===== src/sv/etkk_pkg.sv =====
// ----------------------------------------------------------------------------
// etkk_pkg
// Shared types and constants for the top-K keeper.
// ----------------------------------------------------------------------------
package etkk_pkg;

  localparam int CAPACITY   = 16;
  localparam int SCORE_BITS = 32;
  localparam int TAG_BITS   = 16;

  localparam int ADDR_W     = (CAPACITY > 1) ? $clog2(CAPACITY) : 1;
  localparam int FILL_W     = $clog2(CAPACITY + 1);
  localparam int ENTRY_W    = SCORE_BITS + TAG_BITS;

  localparam int KIND_W     = 2;
  localparam int RANK_W     = 6;
  localparam int OFILL_W    = 7;
  localparam int KEEP_W     = 7;
  localparam int CFG_IDX_W  = 2;
  localparam int CFG_DATA_W = 7;

  localparam logic [KIND_W-1:0] KIND_OFFER = 2'd0;
  localparam logic [KIND_W-1:0] KIND_ENTRY = 2'd1;
  localparam logic [KIND_W-1:0] KIND_EMPTY = 2'd2;

  localparam logic [CFG_IDX_W-1:0] CFG_KEEP_COUNT    = 2'd0;
  localparam logic [CFG_IDX_W-1:0] CFG_USE_THRESHOLD = 2'd1;

  localparam logic [KEEP_W-1:0] KEEP_RESET = 7'd16;

  localparam logic signed [SCORE_BITS-1:0] SCORE_MOST_NEG =
    {1'b1, {(SCORE_BITS-1){1'b0}}};

  typedef struct packed {
    logic                         mode;
    logic signed [SCORE_BITS-1:0] score;
    logic [TAG_BITS-1:0]          tag;
  } in_t;

  typedef struct packed {
    logic [KIND_W-1:0]            kind;
    logic                         accepted;
    logic [TAG_BITS-1:0]          entry_tag;
    logic signed [SCORE_BITS-1:0] entry_score;
    logic [RANK_W-1:0]            rank;
    logic [OFILL_W-1:0]           fill;
    logic                         new_best;
    logic                         last;
  } out_t;

  typedef struct packed {
    logic signed [SCORE_BITS-1:0] score;
    logic [TAG_BITS-1:0]          tag;
  } entry_t;

  // effective keep limit (1..CAPACITY) and threshold enable
  typedef struct packed {
    logic [FILL_W-1:0] keep_lim;
    logic              use_thr;
  } cfg_t;

endpackage


===== src/sv/elite_top_k_keeper.sv =====
// ----------------------------------------------------------------------------
// elite_top_k_keeper
// Keeps the best-scoring samples of a round, sorted, in a small entry RAM.
// ----------------------------------------------------------------------------
// Usage: offers (mode 0) and closes (mode 1) arrive on the in_ channel; each
// offer yields one answer, a close yields one transaction per kept entry in
// rank order (last on the final one) or a single empty-round transaction.
// Registers keep_count and use_threshold are written on the cfg_ channel,
// which is always ready; write them only while no transaction is in flight.
// Offer: the entry RAM is walked from the worst kept entry toward the
// insert point, one entry per cycle through its single read and write
// port, then the new entry is written and the answer loaded. A rejected
// offer stops at the worst entry. The answer then waits for a free output
// register, and the input is ready again once the answer has moved into
// the output register.
// Close: kept entries are read from rank 0 and passed to the output one
// per cycle while the output register is free; an empty close answers as an offer does.
// The output register lets the next transaction be accepted while the
// previous answer is still waiting.
// Reset: empty list, threshold and best-ever score at the most negative
// value, keep_count 16, threshold off. A stalled receiver freezes the
// output register, pauses close streaming and, once the next answer is
// ready, holds in_ready low.
// ----------------------------------------------------------------------------
module elite_top_k_keeper (
  input  logic                            clk,
  input  logic                            rst_n,
  input  logic                            in_valid,
  output logic                            in_ready,
  input  etkk_pkg::in_t                   in_data,
  output logic                            out_valid,
  input  logic                            out_ready,
  output etkk_pkg::out_t                  out_data,
  input  logic                            cfg_valid,
  output logic                            cfg_ready,
  input  logic [etkk_pkg::CFG_IDX_W-1:0]  cfg_index,
  input  logic [etkk_pkg::CFG_DATA_W-1:0] cfg_data
);
  import etkk_pkg::*;

  cfg_t               cfg;
  logic               mem_we;
  logic [ADDR_W-1:0]  mem_waddr;
  logic [ENTRY_W-1:0] mem_wdata;
  logic               mem_re;
  logic [ADDR_W-1:0]  mem_raddr;
  logic [ENTRY_W-1:0] mem_rdata;

  etkk_cfg u_cfg (
    .clk       (clk),
    .rst_n     (rst_n),
    .cfg_valid (cfg_valid),
    .cfg_ready (cfg_ready),
    .cfg_index (cfg_index),
    .cfg_data  (cfg_data),
    .cfg       (cfg)
  );

  etkk_ram #(
    .WIDTH (ENTRY_W),
    .DEPTH (CAPACITY)
  ) u_ram (
    .clk   (clk),
    .we    (mem_we),
    .waddr (mem_waddr),
    .wdata (mem_wdata),
    .re    (mem_re),
    .raddr (mem_raddr),
    .rdata (mem_rdata)
  );

  etkk_seq u_seq (
    .clk       (clk),
    .rst_n     (rst_n),
    .cfg       (cfg),
    .in_valid  (in_valid),
    .in_ready  (in_ready),
    .in_data   (in_data),
    .out_valid (out_valid),
    .out_ready (out_ready),
    .out_data  (out_data),
    .mem_we    (mem_we),
    .mem_waddr (mem_waddr),
    .mem_wdata (mem_wdata),
    .mem_re    (mem_re),
    .mem_raddr (mem_raddr),
    .mem_rdata (mem_rdata)
  );

endmodule


===== src/sv/etkk_ram.sv =====
// ----------------------------------------------------------------------------
// etkk_ram
// Generic single-write, single-read RAM with registered read data.
// ----------------------------------------------------------------------------
module etkk_ram #(
  parameter int WIDTH = 8,
  parameter int DEPTH = 16
) (
  input  logic                                   clk,
  input  logic                                   we,
  input  logic [((DEPTH > 1) ? $clog2(DEPTH) : 1)-1:0] waddr,
  input  logic [WIDTH-1:0]                       wdata,
  input  logic                                   re,
  input  logic [((DEPTH > 1) ? $clog2(DEPTH) : 1)-1:0] raddr,
  output logic [WIDTH-1:0]                       rdata
);

  logic [WIDTH-1:0] mem [DEPTH];
  logic [WIDTH-1:0] rdata_r;

  always_ff @(posedge clk) begin
    if (we) begin
      mem[waddr] <= wdata;
    end
    if (re) begin
      rdata_r <= mem[raddr];
    end
  end

  assign rdata = rdata_r;

endmodule


===== src/sv/etkk_cfg.sv =====
// ----------------------------------------------------------------------------
// etkk_cfg
// Configuration registers and effective keep-limit clamp.
// ----------------------------------------------------------------------------
module etkk_cfg (
  input  logic                             clk,
  input  logic                             rst_n,
  input  logic                             cfg_valid,
  output logic                             cfg_ready,
  input  logic [etkk_pkg::CFG_IDX_W-1:0]   cfg_index,
  input  logic [etkk_pkg::CFG_DATA_W-1:0]  cfg_data,
  output etkk_pkg::cfg_t                   cfg
);
  import etkk_pkg::*;

  logic [KEEP_W-1:0] keep_count_r, keep_count_nxt;
  logic              use_thr_r, use_thr_nxt;

  assign cfg_ready = 1'b1;

  always_comb begin
    keep_count_nxt = keep_count_r;
    use_thr_nxt    = use_thr_r;
    if (cfg_valid) begin
      unique case (cfg_index)
        CFG_KEEP_COUNT:    keep_count_nxt = cfg_data[KEEP_W-1:0];
        CFG_USE_THRESHOLD: use_thr_nxt    = cfg_data[0];
        default: ;
      endcase
    end
  end

  always_ff @(posedge clk) begin
    if (!rst_n) begin
      keep_count_r <= KEEP_RESET;
      use_thr_r    <= 1'b0;
    end else begin
      keep_count_r <= keep_count_nxt;
      use_thr_r    <= use_thr_nxt;
    end
  end

  // zero counts as one, anything above capacity saturates
  always_comb begin
    if (keep_count_r == '0) begin
      cfg.keep_lim = FILL_W'(1);
    end else if (keep_count_r > KEEP_W'(CAPACITY)) begin
      cfg.keep_lim = FILL_W'(CAPACITY);
    end else begin
      cfg.keep_lim = keep_count_r[FILL_W-1:0];
    end
    cfg.use_thr = use_thr_r;
  end

endmodule


===== src/sv/etkk_seq.sv =====
// ----------------------------------------------------------------------------
// etkk_seq
// Sequencer: insertion walk over the entry RAM, close streaming, output reg.
// ----------------------------------------------------------------------------
module etkk_seq (
  input  logic                          clk,
  input  logic                          rst_n,
  input  etkk_pkg::cfg_t                cfg,
  input  logic                          in_valid,
  output logic                          in_ready,
  input  etkk_pkg::in_t                 in_data,
  output logic                          out_valid,
  input  logic                          out_ready,
  output etkk_pkg::out_t                out_data,
  output logic                          mem_we,
  output logic [etkk_pkg::ADDR_W-1:0]   mem_waddr,
  output logic [etkk_pkg::ENTRY_W-1:0]  mem_wdata,
  output logic                          mem_re,
  output logic [etkk_pkg::ADDR_W-1:0]   mem_raddr,
  input  logic [etkk_pkg::ENTRY_W-1:0]  mem_rdata
);
  import etkk_pkg::*;

  typedef enum logic [4:0] {
    S_IDLE  = 5'b00001,
    S_WALK  = 5'b00010,
    S_INS   = 5'b00100,
    S_RESP  = 5'b01000,
    S_CLOSE = 5'b10000
  } state_t;

  state_t                       state_r, state_nxt;
  logic [FILL_W-1:0]            fill_r, fill_nxt;
  logic signed [SCORE_BITS-1:0] thr_r, thr_nxt;
  logic signed [SCORE_BITS-1:0] best_sc_r, best_sc_nxt;
  logic [TAG_BITS-1:0]          best_tg_r, best_tg_nxt;
  logic                         out_valid_r, out_valid_nxt;

  logic signed [SCORE_BITS-1:0] sc_r, sc_nxt;
  logic [TAG_BITS-1:0]          tg_r, tg_nxt;
  logic                         thr_ok_r, thr_ok_nxt;
  logic                         full_r, full_nxt;
  logic [FILL_W-1:0]            ffill_r, ffill_nxt;
  logic [ADDR_W-1:0]            cur_r, cur_nxt;
  logic                         first_r, first_nxt;
  logic [ADDR_W-1:0]            pos_r, pos_nxt;
  logic signed [SCORE_BITS-1:0] worst_r, worst_nxt;
  logic                         nb_r, nb_nxt;
  out_t                         resp_r, resp_nxt;
  out_t                         out_r, out_nxt;

  entry_t                       rd_e;
  entry_t                       wr_e;
  logic [FILL_W-1:0]            fill_t;
  logic [FILL_W-1:0]            cur_w;
  logic                         out_free;
  logic                         nb_cur;
  logic                         is_last;

  assign rd_e     = entry_t'(mem_rdata);
  assign mem_wdata = wr_e;
  assign out_free = !out_valid_r || out_ready;
  assign in_ready = (state_r == S_IDLE);
  assign out_valid = out_valid_r;
  assign out_data  = out_r;
  assign fill_t   = (fill_r > cfg.keep_lim) ? cfg.keep_lim : fill_r;
  assign cur_w    = FILL_W'(cur_r);
  assign nb_cur   = (cur_r == '0) ? (rd_e.score > best_sc_r) : nb_r;
  assign is_last  = ((cur_w + FILL_W'(1)) == fill_r);

  always_comb begin
    state_nxt     = state_r;
    fill_nxt      = fill_r;
    thr_nxt       = thr_r;
    best_sc_nxt   = best_sc_r;
    best_tg_nxt   = best_tg_r;
    out_valid_nxt = out_valid_r && !out_ready;
    sc_nxt        = sc_r;
    tg_nxt        = tg_r;
    thr_ok_nxt    = thr_ok_r;
    full_nxt      = full_r;
    ffill_nxt     = ffill_r;
    cur_nxt       = cur_r;
    first_nxt     = first_r;
    pos_nxt       = pos_r;
    worst_nxt     = worst_r;
    nb_nxt        = nb_r;
    resp_nxt      = resp_r;
    out_nxt       = out_r;
    mem_we        = 1'b0;
    mem_waddr     = cur_r;
    wr_e          = rd_e;
    mem_re        = 1'b0;
    mem_raddr     = cur_r;

    unique case (state_r)
      S_IDLE: begin
        if (in_valid) begin
          resp_nxt      = '0;
          resp_nxt.kind = KIND_OFFER;
          resp_nxt.last = 1'b1;
          if (!in_data.mode) begin
            sc_nxt     = in_data.score;
            tg_nxt     = in_data.tag;
            thr_ok_nxt = !cfg.use_thr || (in_data.score > thr_r);
            full_nxt   = (fill_t >= cfg.keep_lim);
            ffill_nxt  = (fill_t >= cfg.keep_lim) ? fill_t : fill_t + FILL_W'(1);
            fill_nxt   = fill_t;
            if (fill_t == '0) begin
              pos_nxt = '0;
              if (!cfg.use_thr || (in_data.score > thr_r)) begin
                state_nxt = S_INS;
              end else begin
                state_nxt = S_RESP;
              end
            end else begin
              // start the walk at the current worst entry
              mem_re    = 1'b1;
              mem_raddr = ADDR_W'(fill_t - FILL_W'(1));
              cur_nxt   = ADDR_W'(fill_t - FILL_W'(1));
              first_nxt = 1'b1;
              state_nxt = S_WALK;
            end
          end else begin
            if (fill_r == '0) begin
              resp_nxt.kind = KIND_EMPTY;
              state_nxt     = S_RESP;
            end else begin
              mem_re    = 1'b1;
              mem_raddr = '0;
              cur_nxt   = '0;
              state_nxt = S_CLOSE;
            end
          end
        end
      end

      S_WALK: begin
        if (first_r && !(thr_ok_r && (!full_r || (sc_r > rd_e.score)))) begin
          resp_nxt.entry_score = rd_e.score;
          resp_nxt.fill        = OFILL_W'(fill_r);
          state_nxt            = S_RESP;
        end else begin
          first_nxt = 1'b0;
          if (rd_e.score > sc_r) begin
            pos_nxt   = cur_r + ADDR_W'(1);
            state_nxt = S_INS;
          end else begin
            // shift down one slot; the worst of a full list falls off
            if (!(first_r && full_r)) begin
              mem_we    = 1'b1;
              mem_waddr = cur_r + ADDR_W'(1);
              wr_e      = rd_e;
              if ((cur_w + FILL_W'(1)) == (ffill_r - FILL_W'(1))) begin
                worst_nxt = rd_e.score;
              end
            end
            if (cur_r == '0) begin
              pos_nxt   = '0;
              state_nxt = S_INS;
            end else begin
              mem_re    = 1'b1;
              mem_raddr = cur_r - ADDR_W'(1);
              cur_nxt   = cur_r - ADDR_W'(1);
            end
          end
        end
      end

      S_INS: begin
        mem_we      = 1'b1;
        mem_waddr   = pos_r;
        wr_e.score  = sc_r;
        wr_e.tag    = tg_r;
        fill_nxt    = ffill_r;
        resp_nxt.accepted    = 1'b1;
        resp_nxt.rank        = RANK_W'(pos_r);
        resp_nxt.fill        = OFILL_W'(ffill_r);
        resp_nxt.entry_score = (FILL_W'(pos_r) == (ffill_r - FILL_W'(1))) ? sc_r : worst_r;
        state_nxt   = S_RESP;
      end

      S_RESP: begin
        if (out_free) begin
          out_nxt       = resp_r;
          out_valid_nxt = 1'b1;
          state_nxt     = S_IDLE;
        end
      end

      S_CLOSE: begin
        // read data holds while the output register is stalled
        if (out_free) begin
          out_valid_nxt        = 1'b1;
          out_nxt              = '0;
          out_nxt.kind         = KIND_ENTRY;
          out_nxt.entry_tag    = rd_e.tag;
          out_nxt.entry_score  = rd_e.score;
          out_nxt.rank         = RANK_W'(cur_r);
          out_nxt.fill         = OFILL_W'(fill_r);
          out_nxt.new_best     = nb_cur;
          out_nxt.last         = is_last;
          nb_nxt               = nb_cur;
          if ((cur_r == '0) && nb_cur) begin
            best_sc_nxt = rd_e.score;
            best_tg_nxt = rd_e.tag;
          end
          if (is_last) begin
            if (cfg.use_thr) begin
              thr_nxt = rd_e.score;
            end
            fill_nxt  = '0;
            state_nxt = S_IDLE;
          end else begin
            mem_re    = 1'b1;
            mem_raddr = cur_r + ADDR_W'(1);
            cur_nxt   = cur_r + ADDR_W'(1);
          end
        end
      end

      default: state_nxt = S_IDLE;
    endcase
  end

  always_ff @(posedge clk) begin
    if (!rst_n) begin
      state_r     <= S_IDLE;
      fill_r      <= '0;
      thr_r       <= SCORE_MOST_NEG;
      best_sc_r   <= SCORE_MOST_NEG;
      best_tg_r   <= '0;
      out_valid_r <= 1'b0;
    end else begin
      state_r     <= state_nxt;
      fill_r      <= fill_nxt;
      thr_r       <= thr_nxt;
      best_sc_r   <= best_sc_nxt;
      best_tg_r   <= best_tg_nxt;
      out_valid_r <= out_valid_nxt;
    end
  end

  always_ff @(posedge clk) begin
    sc_r     <= sc_nxt;
    tg_r     <= tg_nxt;
    thr_ok_r <= thr_ok_nxt;
    full_r   <= full_nxt;
    ffill_r  <= ffill_nxt;
    cur_r    <= cur_nxt;
    first_r  <= first_nxt;
    pos_r    <= pos_nxt;
    worst_r  <= worst_nxt;
    nb_r     <= nb_nxt;
    resp_r   <= resp_nxt;
    out_r    <= out_nxt;
  end

endmodule


===== config.mk =====
export PLATFORM = sky130hd
export DESIGN_NAME = elite_top_k_keeper
export DESIGN_NICKNAME = d
export VERILOG_FILES = /design/src/sv/etkk_pkg.sv /design/src/sv/elite_top_k_keeper.sv /design/src/sv/etkk_ram.sv /design/src/sv/etkk_cfg.sv /design/src/sv/etkk_seq.sv
export SDC_FILE = /design/constraint.sdc
export NUM_CORES = 2
export LEC_CHECK = 0
export BUFFER_PORTS_ARGS = -buffer_cell sky130_fd_sc_hd__buf_2
export CAP_MARGIN = 0
export CORE_MARGIN = 4
export CORE_UTILIZATION = 60
export DETAILED_ROUTE_END_ITERATION = 12
export PLACE_DENSITY_LB_ADDON = 0.08
export SLEW_MARGIN = 10
export SYNTH_ARGS = -nofsm -noshare
export SYNTH_HDL_FRONTEND = slang
export SYNTH_SLANG_ARGS = --single-unit

===== constraint.sdc =====
create_clock -name clk -period 6 [get_ports clk]
set_input_delay 0 -clock clk [delete_from_list [all_inputs] [get_ports clk]]
set_output_delay 0 -clock clk [all_outputs]
set_load 0.01 [all_outputs]

# Yosys cells after proc, flatten, opt, wreduce, memory -nomap -nowiden

Memories as Yosys holds them, arrays and structs flattened. A register that Yosys moved wholly into a read port is not among the register bits.
Cells that the tools add are included.

Divide/modulo/power cells: 0
Multiply operators: 0
Bitwise operators: 4
Shifts and indexed selects: 0
$lt $le $gt $ge: 7
Multiplexer cells: 79
Equality and inequality tests: 20
Add/subtract/negate cells: 6
Reductions and logical operators: 39

Operators with widths:

| cell                | number |
|---|---|
| $mux 66             | 2 |
| $pmux 66 s2         | 1 |
| $gt 32x32->1        | 4 |
| $pmux 32 s3         | 1 |
| $mux 5              | 17 |
| $mux 4              | 20 |
| $mux 32             | 2 |
| $mux 64             | 1 |
| $mux 48             | 1 |
| $pmux 5 s5          | 1 |
| $mux 1              | 21 |
| $pmux 7 s3          | 1 |
| $reduce_and 5->1    | 4 |
| $pmux 4 s2          | 2 |
| $pmux 5 s3          | 1 |
| $pmux 4 s3          | 1 |
| $pmux 6 s2          | 1 |
| $reduce_and 3->1    | 4 |
| $eq 5x5->1          | 2 |
| $logic_not 5->1     | 2 |
| $ne 2x1->1 const B  | 5 |
| $reduce_and 2->1    | 5 |
| $ne 2x2->1 const B  | 4 |
| $sub 4x1->4 const B | 2 |
| other kinds (32)    | 50 |

Register bits: 294
Memories kept: 1
Output and inout bits: 69
Word-level logic and storage cells: 186
Bits in writable memories: 768
Memory bits (read-only): 0
Bits in latches: 0

Memory list:

| memory    | words | width | rd ports | clocked after Yosys merged registers in | write ports | RTL line       | RTL |
|---|---|---|---|---|---|---|---|
| u_ram.mem | 16    | 48    | 1        | 1                                       | 1           | etkk_ram.sv:18 | `logic [WIDTH-1:0] mem [DEPTH];` |

# Depth between registers and ports, before layout

Depth after elaboration: 10
Mapped depth: 25

# By module

A second synthesis with hierarchy kept.

Cell total of the unflattened synthesis: 2838
Area total of the unflattened synthesis: 45165.8 µm²

Modules (own cells, without submodules):

| module   | area each (µm²) | cells an instance | times used | sequential area each (µm²) |
|---|---|---|---|---|
| etkk_ram | 30171.4         | 1242              | 1          | 24503.5 |
| etkk_seq | 14590.2         | 1551              | 1          | 7527.2 |
| etkk_cfg | 404.1           | 45                | 1          | 160.2 |

# Worst setup path after synthesis

No wires, ideal clock.

Path type: register to register
From: register u_ram.rdata_r[47] (netlist: u_ram.rdata[47]) (read register of u_ram.mem)
To: memory u_ram.mem[15][0] (netlist bit) (enable)
Data required time: 5.546 ns
Stages on the path, launching flop included: 11
Slack: 0.502 ns
Setup time: 0.454 ns
Buffers on the path: 0
Arrival time: 5.044 ns
Cells stage by stage: edfxtp_1 > ha_1 > nand4_1 > nor4_1 > nand3_1 > inv_1 > o2111ai_1 > o311ai_0 > inv_1 > or2_2 > nor2_1

Word-level cells in the longest chain between the ends: 9
Elaborated cells between the ends (all ways): 14
Classes of those cells: order compare (2); mux (8); reduce/logical (4)

Ends and longest elaborated chain:

| what                         | RTL line        | RTL |
|---|---|---|
| start, declared              | etkk_ram.sv:19  | `logic [WIDTH-1:0] rdata_r;` |
| $gt 32x32->1                 | etkk_seq.sv:139 | `if (first_r && !(thr_ok_r && (!full_r \|\| (sc_r > rd_e.score)))) begin` |
| $logic_or 1x1->1             | etkk_seq.sv:139 |  |
| $logic_and 1x1->1            | etkk_seq.sv:139 |  |
| $logic_not 1->1              | etkk_seq.sv:139 |  |
| $logic_and 1x1->1            | etkk_seq.sv:139 |  |
| $mux 1                       | etkk_seq.sv:139 |  |
| $pmux 1 s2                   | etkk_seq.sv:96  | `unique case (state_r)` |
| $mux 1                       | etkk_ram.sv:22  | `if (we) begin` |
| $mux 1 (not written as such) | etkk_ram.sv:23  | `mem[waddr] <= wdata;` |
| end, declared                | etkk_ram.sv:18  |  |

Parallel ways exist; a longest one is shown, timed or not.

# Final worst setup path

From: register u_cfg.keep_count_r[4]
To: register u_ram.rdata_r[10] (netlist: u_ram.rdata[10]) (read register of u_ram.mem) (data pin)

Word-level cells in the longest chain between the ends: 10
Elaborated cells between the ends (all ways): 16
Classes of those cells: add/sub (1); order compare (2); mux (11); reduce/logical (2)

Ends and longest elaborated chain:

| what                                                  | RTL line                         | RTL |
|---|---|---|
| start, declared                                       | etkk_cfg.sv:16                   | `logic [KEEP_W-1:0] keep_count_r, keep_count_nxt;` |
| start signal, assigned                                | etkk_cfg.sv:38                   | `keep_count_r <= keep_count_nxt;` |
| $gt 7x5->1                                            | etkk_cfg.sv:47                   | `end else if (keep_count_r > KEEP_W'(CAPACITY)) begin` |
| $mux 5                                                | etkk_cfg.sv:47                   |  |
| $mux 5 (*)                                            | etkk_cfg.sv:45                   | `if (keep_count_r == '0) begin` |
| $gt 5x5->1                                            | etkk_seq.sv:66                   | `assign fill_t = (fill_r > cfg.keep_lim) ? cfg.keep_lim : fill_r;` |
| $mux 5 (*)                                            | etkk_seq.sv:66                   |  |
| $sub 4x1->4 / $logic_not 5->1 (equally long branches) | etkk_seq.sv:119, etkk_seq.sv:109 |  |
| $mux 4 / $mux 1 (equally long branches) (3 in series) | n/a                              |  |
| $pmux 4 s3 / $pmux 1 s3 (equally long branches)       | n/a                              |  |

Every way passes the cells marked *; elsewhere a longest branch is shown, timed or not.
A chain may end at the register's enable or synchronous reset.

==> results by group <==
Die
  • Num rows: just over 100
  • Core ar.: 76300 µm²
  • Starting Density: about 61%
  • Die H: about 290 µm
  • Die Width: around 290 µm
  • Die area: a little over 80000 µm²
  • Top Ports: 132

Final layout
  • Register area: between 30000 and 40000 µm²
  • Area of the multi-input gates: around 13000 µm²
  • Final instance area: between 50000 and 60000 µm²
  • Ant diodes: 0
  • Final nets: ~4300
  • Filler cell count: about 5400
  • Final non-filler cell total: between 5000 and 6000
  • Fraction of layout cells with a size suffix above 1: 10.9%
  • Area Growth Syn to Fin: 14.9%
  • Commonest non-fill, non-tap cells in the layout: 1061 x nand2_1, 1014 x edfxtp_1, 359 x a21oi_1
  • Most common cell after layout, fill and taps aside: nand2_1

Critical path
  • Sequence of cells on the critical path: nor3_2 > nand2_1 > ha_1 > nand4_1 > o221ai_1 > nand2_1 > nand2_1 > o21ai_0 > buf_4 > inv_1 > ha_1 > o311ai_0 > mux2i_1 > and2_1 > a2111oi_1 > a221oi_1 > and3_4 > inv_6 > nor2_4 > buf_4 > a32oi_1 > nand3_1
  • CP arrival: around 6000 ps
  • Critical path origin: u_cfg.keep_count_r[4]
  • CP Data Required Time: between 6000 and 7000 ps
  • R2R cell count: 22
  • Reg2reg setup slack: 500 ps
  • Critical path depth: 22
  • Slowest CP cell: nor2_4
  • Largest delay contributor family on the critical path: simple AND/OR/NAND/NOR gates
  • Buf+Inv Stages, Crit Path: 4
  • R2r endpoint: u_ram.rdata[10]
  • Worst Path Max Fanout: 18
  • Worst setup endpoint: u_ram.rdata[10]
  • Crit Path Class: register to register
  • CP startpoint kind: register
  • Slowest Stage Delay on Critical Path: around 580 ps
  • Worst reg2reg path startpoint: u_cfg.keep_count_r[4]
  • CP endpoint kind: register
  • Cell mode on critical path: nand2_1

Route
  • Routed WL: ~120000 µm
  • DR iter-0 viols: between 3000 and 4000
  • Vias per cell: between 5 and 6
  • Wl on met1: ~50000 µm
  • DRC: 0
  • Highest routed layer: met4
  • Avg WL per Cell: 22.9 µm
  • Vias: roughly 31000
  • Initial DRT Pass Iterations: 7
  • Routed Antenna Nets: 0
  • Routed wl met2: about 55000 µm
  • Met3 WL: between 10000 and 15000 µm

STA
  • Worst Max-Slew Pin Slew: 1190 ps
  • F_max: 0.182 GHz
  • Setup-failing EPs final: 0
  • Final Skew: 32.3 ps
  • RSZ-0062 raised after global routing: false
  • Fin. max-slew vios: 0
  • Crit share post-route: roughly nine tenths
  • Worst slew margin: between 20 and 25%
  • Total negative slack: 0 ps
  • Final Hold Viols: 0
  • Worst hold slack: roughly 38 ps
  • Fin crit period: 5500 ps

Global routing
  • GRT Total Usage: about 29%
  • Vias in the first global route: 30048
  • First-pass GRT wire length: roughly 180000 µm
  • Initial antenna violation count: 2
  • Largest net degree at the start of global routing: ~120
  • Global route overflow: 0

Run
  • Max Cap Viol: 0

Placed design
  • Global placer's final weighted congestion: 0.873
  • Placed Cells incl. Taps: ~5000
  • DP Area: approximately 49000 µm²
  • I/O Buffers: ~130
  • Dpl hpwl: 67000 µm

Synth
  • Syn. warnings: 0
  • Post-synth ARST share: 0%
  • Cell taking the most area after synthesis: edfxtp_1
  • Seq/Total Area, Yosys: 69.3%
  • Most common flop cell mapped by yosys: edfxtp_1
  • Post-synthesis cell count: 3886
  • Synth Register Bits: between 1000 and 1500
  • Synth area leaders: edfxtp_1 66%, nand2_1 8.6%, a21oi_1 3.9%
  • Syn Area/Cell: 12.0 µm²
  • Top cell type's share of synthesized area: 65.5%
  • Syn Std Cell Area: around 46000 µm²
  • Number of synthesized flops with an enable pin: 1014
  • Cell variety after synth: 78

Pwr
  • Leakage: around 0.019 µW
  • Clock Power Share: 23.8%
  • Power Internal: 17500 µW
  • Sw Ratio: 38.9%
  • Max VDD drop: approximately 0.47 mV
  • PwrDens: 536 nW/µm²
  • Logic pwr share: roughly 39%
  • Reg power frac: 37.6%
  • Power, Total: 28600 µW
  • Sw power: between 10000 and 15000 µW

CTS
  • Clk root buf: clkbuf_16
  • H-tree depth: 3
  • CTS buffer count: 109
  • CTS sink count: 1101
  • Skew-Pair Late Insertion Delay: approximately 680 ps
  • Clk slew on worst S/H paths: about 60 ps
  • Longest Clk Path Bufs: 3
  • CTS tree: built

Hold path
  • Worst Hold Class: primary input to register

Outcome
  • Status: finished clean
## state kept, by name, summed over array words and instances, names as in the netlist, 4 cells and up
signal and flops:
u_cfg.keep_count_r 7, u_ram.mem 768, u_ram.rdata 48, u_seq.best_sc_r 32, u_seq.cur_r 4, u_seq.ffill_r 5
u_seq.fill_r 5, u_seq.out_data 62, u_seq.pos_r 4, u_seq.resp_r 43, u_seq.sc_r 32, u_seq.state_r 5
u_seq.tg_r 16, u_seq.thr_r 32, u_seq.worst_r 32
## area by class of cell
class | count | area share [%]
Tap cell | 1030 | 2.41
Sequential cell | 1101 | 60.3
Clock inverter | 61 | 1.25
Clock buffer | 145 | 5.47
Timing Repair Buffer | 325 | 5.21
Multi-Input combinational cell | 2433 | 24.4
Inverter | 137 | 1.01
## cells in the mapped netlist, drive strengths merged (3+ instances only)
library cell  number
inv              135
nand4             26
a211o              3
nand3b             4
a21o              15
ha               111
nand2b            11
and2               6
a2111oi            4
o21ai            104
a31oi              5
buf              118
a211oi             7
a22oi             54
o2111ai            4
dfxtp             87
o211ai             7
xnor2             19
xor2               8
o22ai              7
o21a               8
nand3            216
o31ai              3
nor2b             25
o221ai             3
nor2             131
nor3b              4
or2                5
edfxtp          1014
a21boi            33
a21oi            359
nand2           1062
and3              26
o311ai             3
clkbuf           100
a221oi             4
a32oi             47
nor3              21
or3                3
a22o               3
nor4               5
mux2i             52
## timing repair
| item | in CTS | in global routing |
|---|---|---|
| hold buffers | 73 | 0 |
| setup endpoints to repair | 0 | 0 |
| buffers inserted | 0 | 0 |
| hold endpoints to repair | 64 | 0 |
| resized for setup | 0 | 0 |
## per-stage QoR
step	util (%)	setup slack (ps)
3_5_place_dp	64.3	601
3_3_place_gp	64.3	679
5_1_grt	70.0	116
6_report	70.0	496
2_1_floorplan	-	502
4_1_cts	70.0	535
## power by group through the flow
stage / logic, µW / clock network (µW) / registers [µW]
floorplan: 7270 / 0 / 10700
global placement: 10700 / 0 / 10900
detailed placement: 10900 / 0 / 10900
CTS: 11000 / 6870 / 10700
global route: 12100 / 7210 / 10800
finish: 11000 / 6810 / 10800
## worst register-to-register path, delay by kind of cell, from the launching register on
family | cells | cell delay, ps
AND/OR/NAND/NOR | 9 | 2320
multiplexers | 1 | 310
AO/OA/AOI/OAI | 6 | 1150
buffers and inverters | 4 | 750
flip-flops | 1 | 320
adder cells (fa/ha/maj) | 2 | 530
## logic make-up (layout without fill, tap and decap cells)
logic type	after synthesis	in the layout	share of synthesized area (%)
AOI/OAI and AO/OA	688	688	8.86
xor gates and xnor gates	27	27	0.509
adders and majority gates	111	111	2.99
buffers and inverters	355	668	3.31
DFF	1101	1101	69.3
muxes	53	53	1.14
other	2	5	0.0162
and+or+nand+nor	1549	1549	13.9
## worst min path at each step
stage | startpoint | end | slack (ps) | cells past startpoint
after CTS | in_data[14] | u_seq.tg_r[14] | 0.1 | 2
after global routing | in_data[4] | u_seq.tg_r[4] | 20 | 2
after global placement | in_data[4] | u_seq.tg_r[4] | 180 | 1
after floorplan | in_data[16] | u_seq.sc_r[0] | 100 | 0
final | in_data[14] | u_seq.tg_r[14] | 40 | 2
after detailed placement | in_data[8] | u_seq.tg_r[8] | 180 | 1
## routing by layer
layer  GRT usage, %  up-vias
met5              0        -
met4           8.84        0
met3           4.80      248
met2           45.9     1420
met1           41.9    15330
li1               -    14377
No activity file was read; power rests on OpenSTA's default activity.
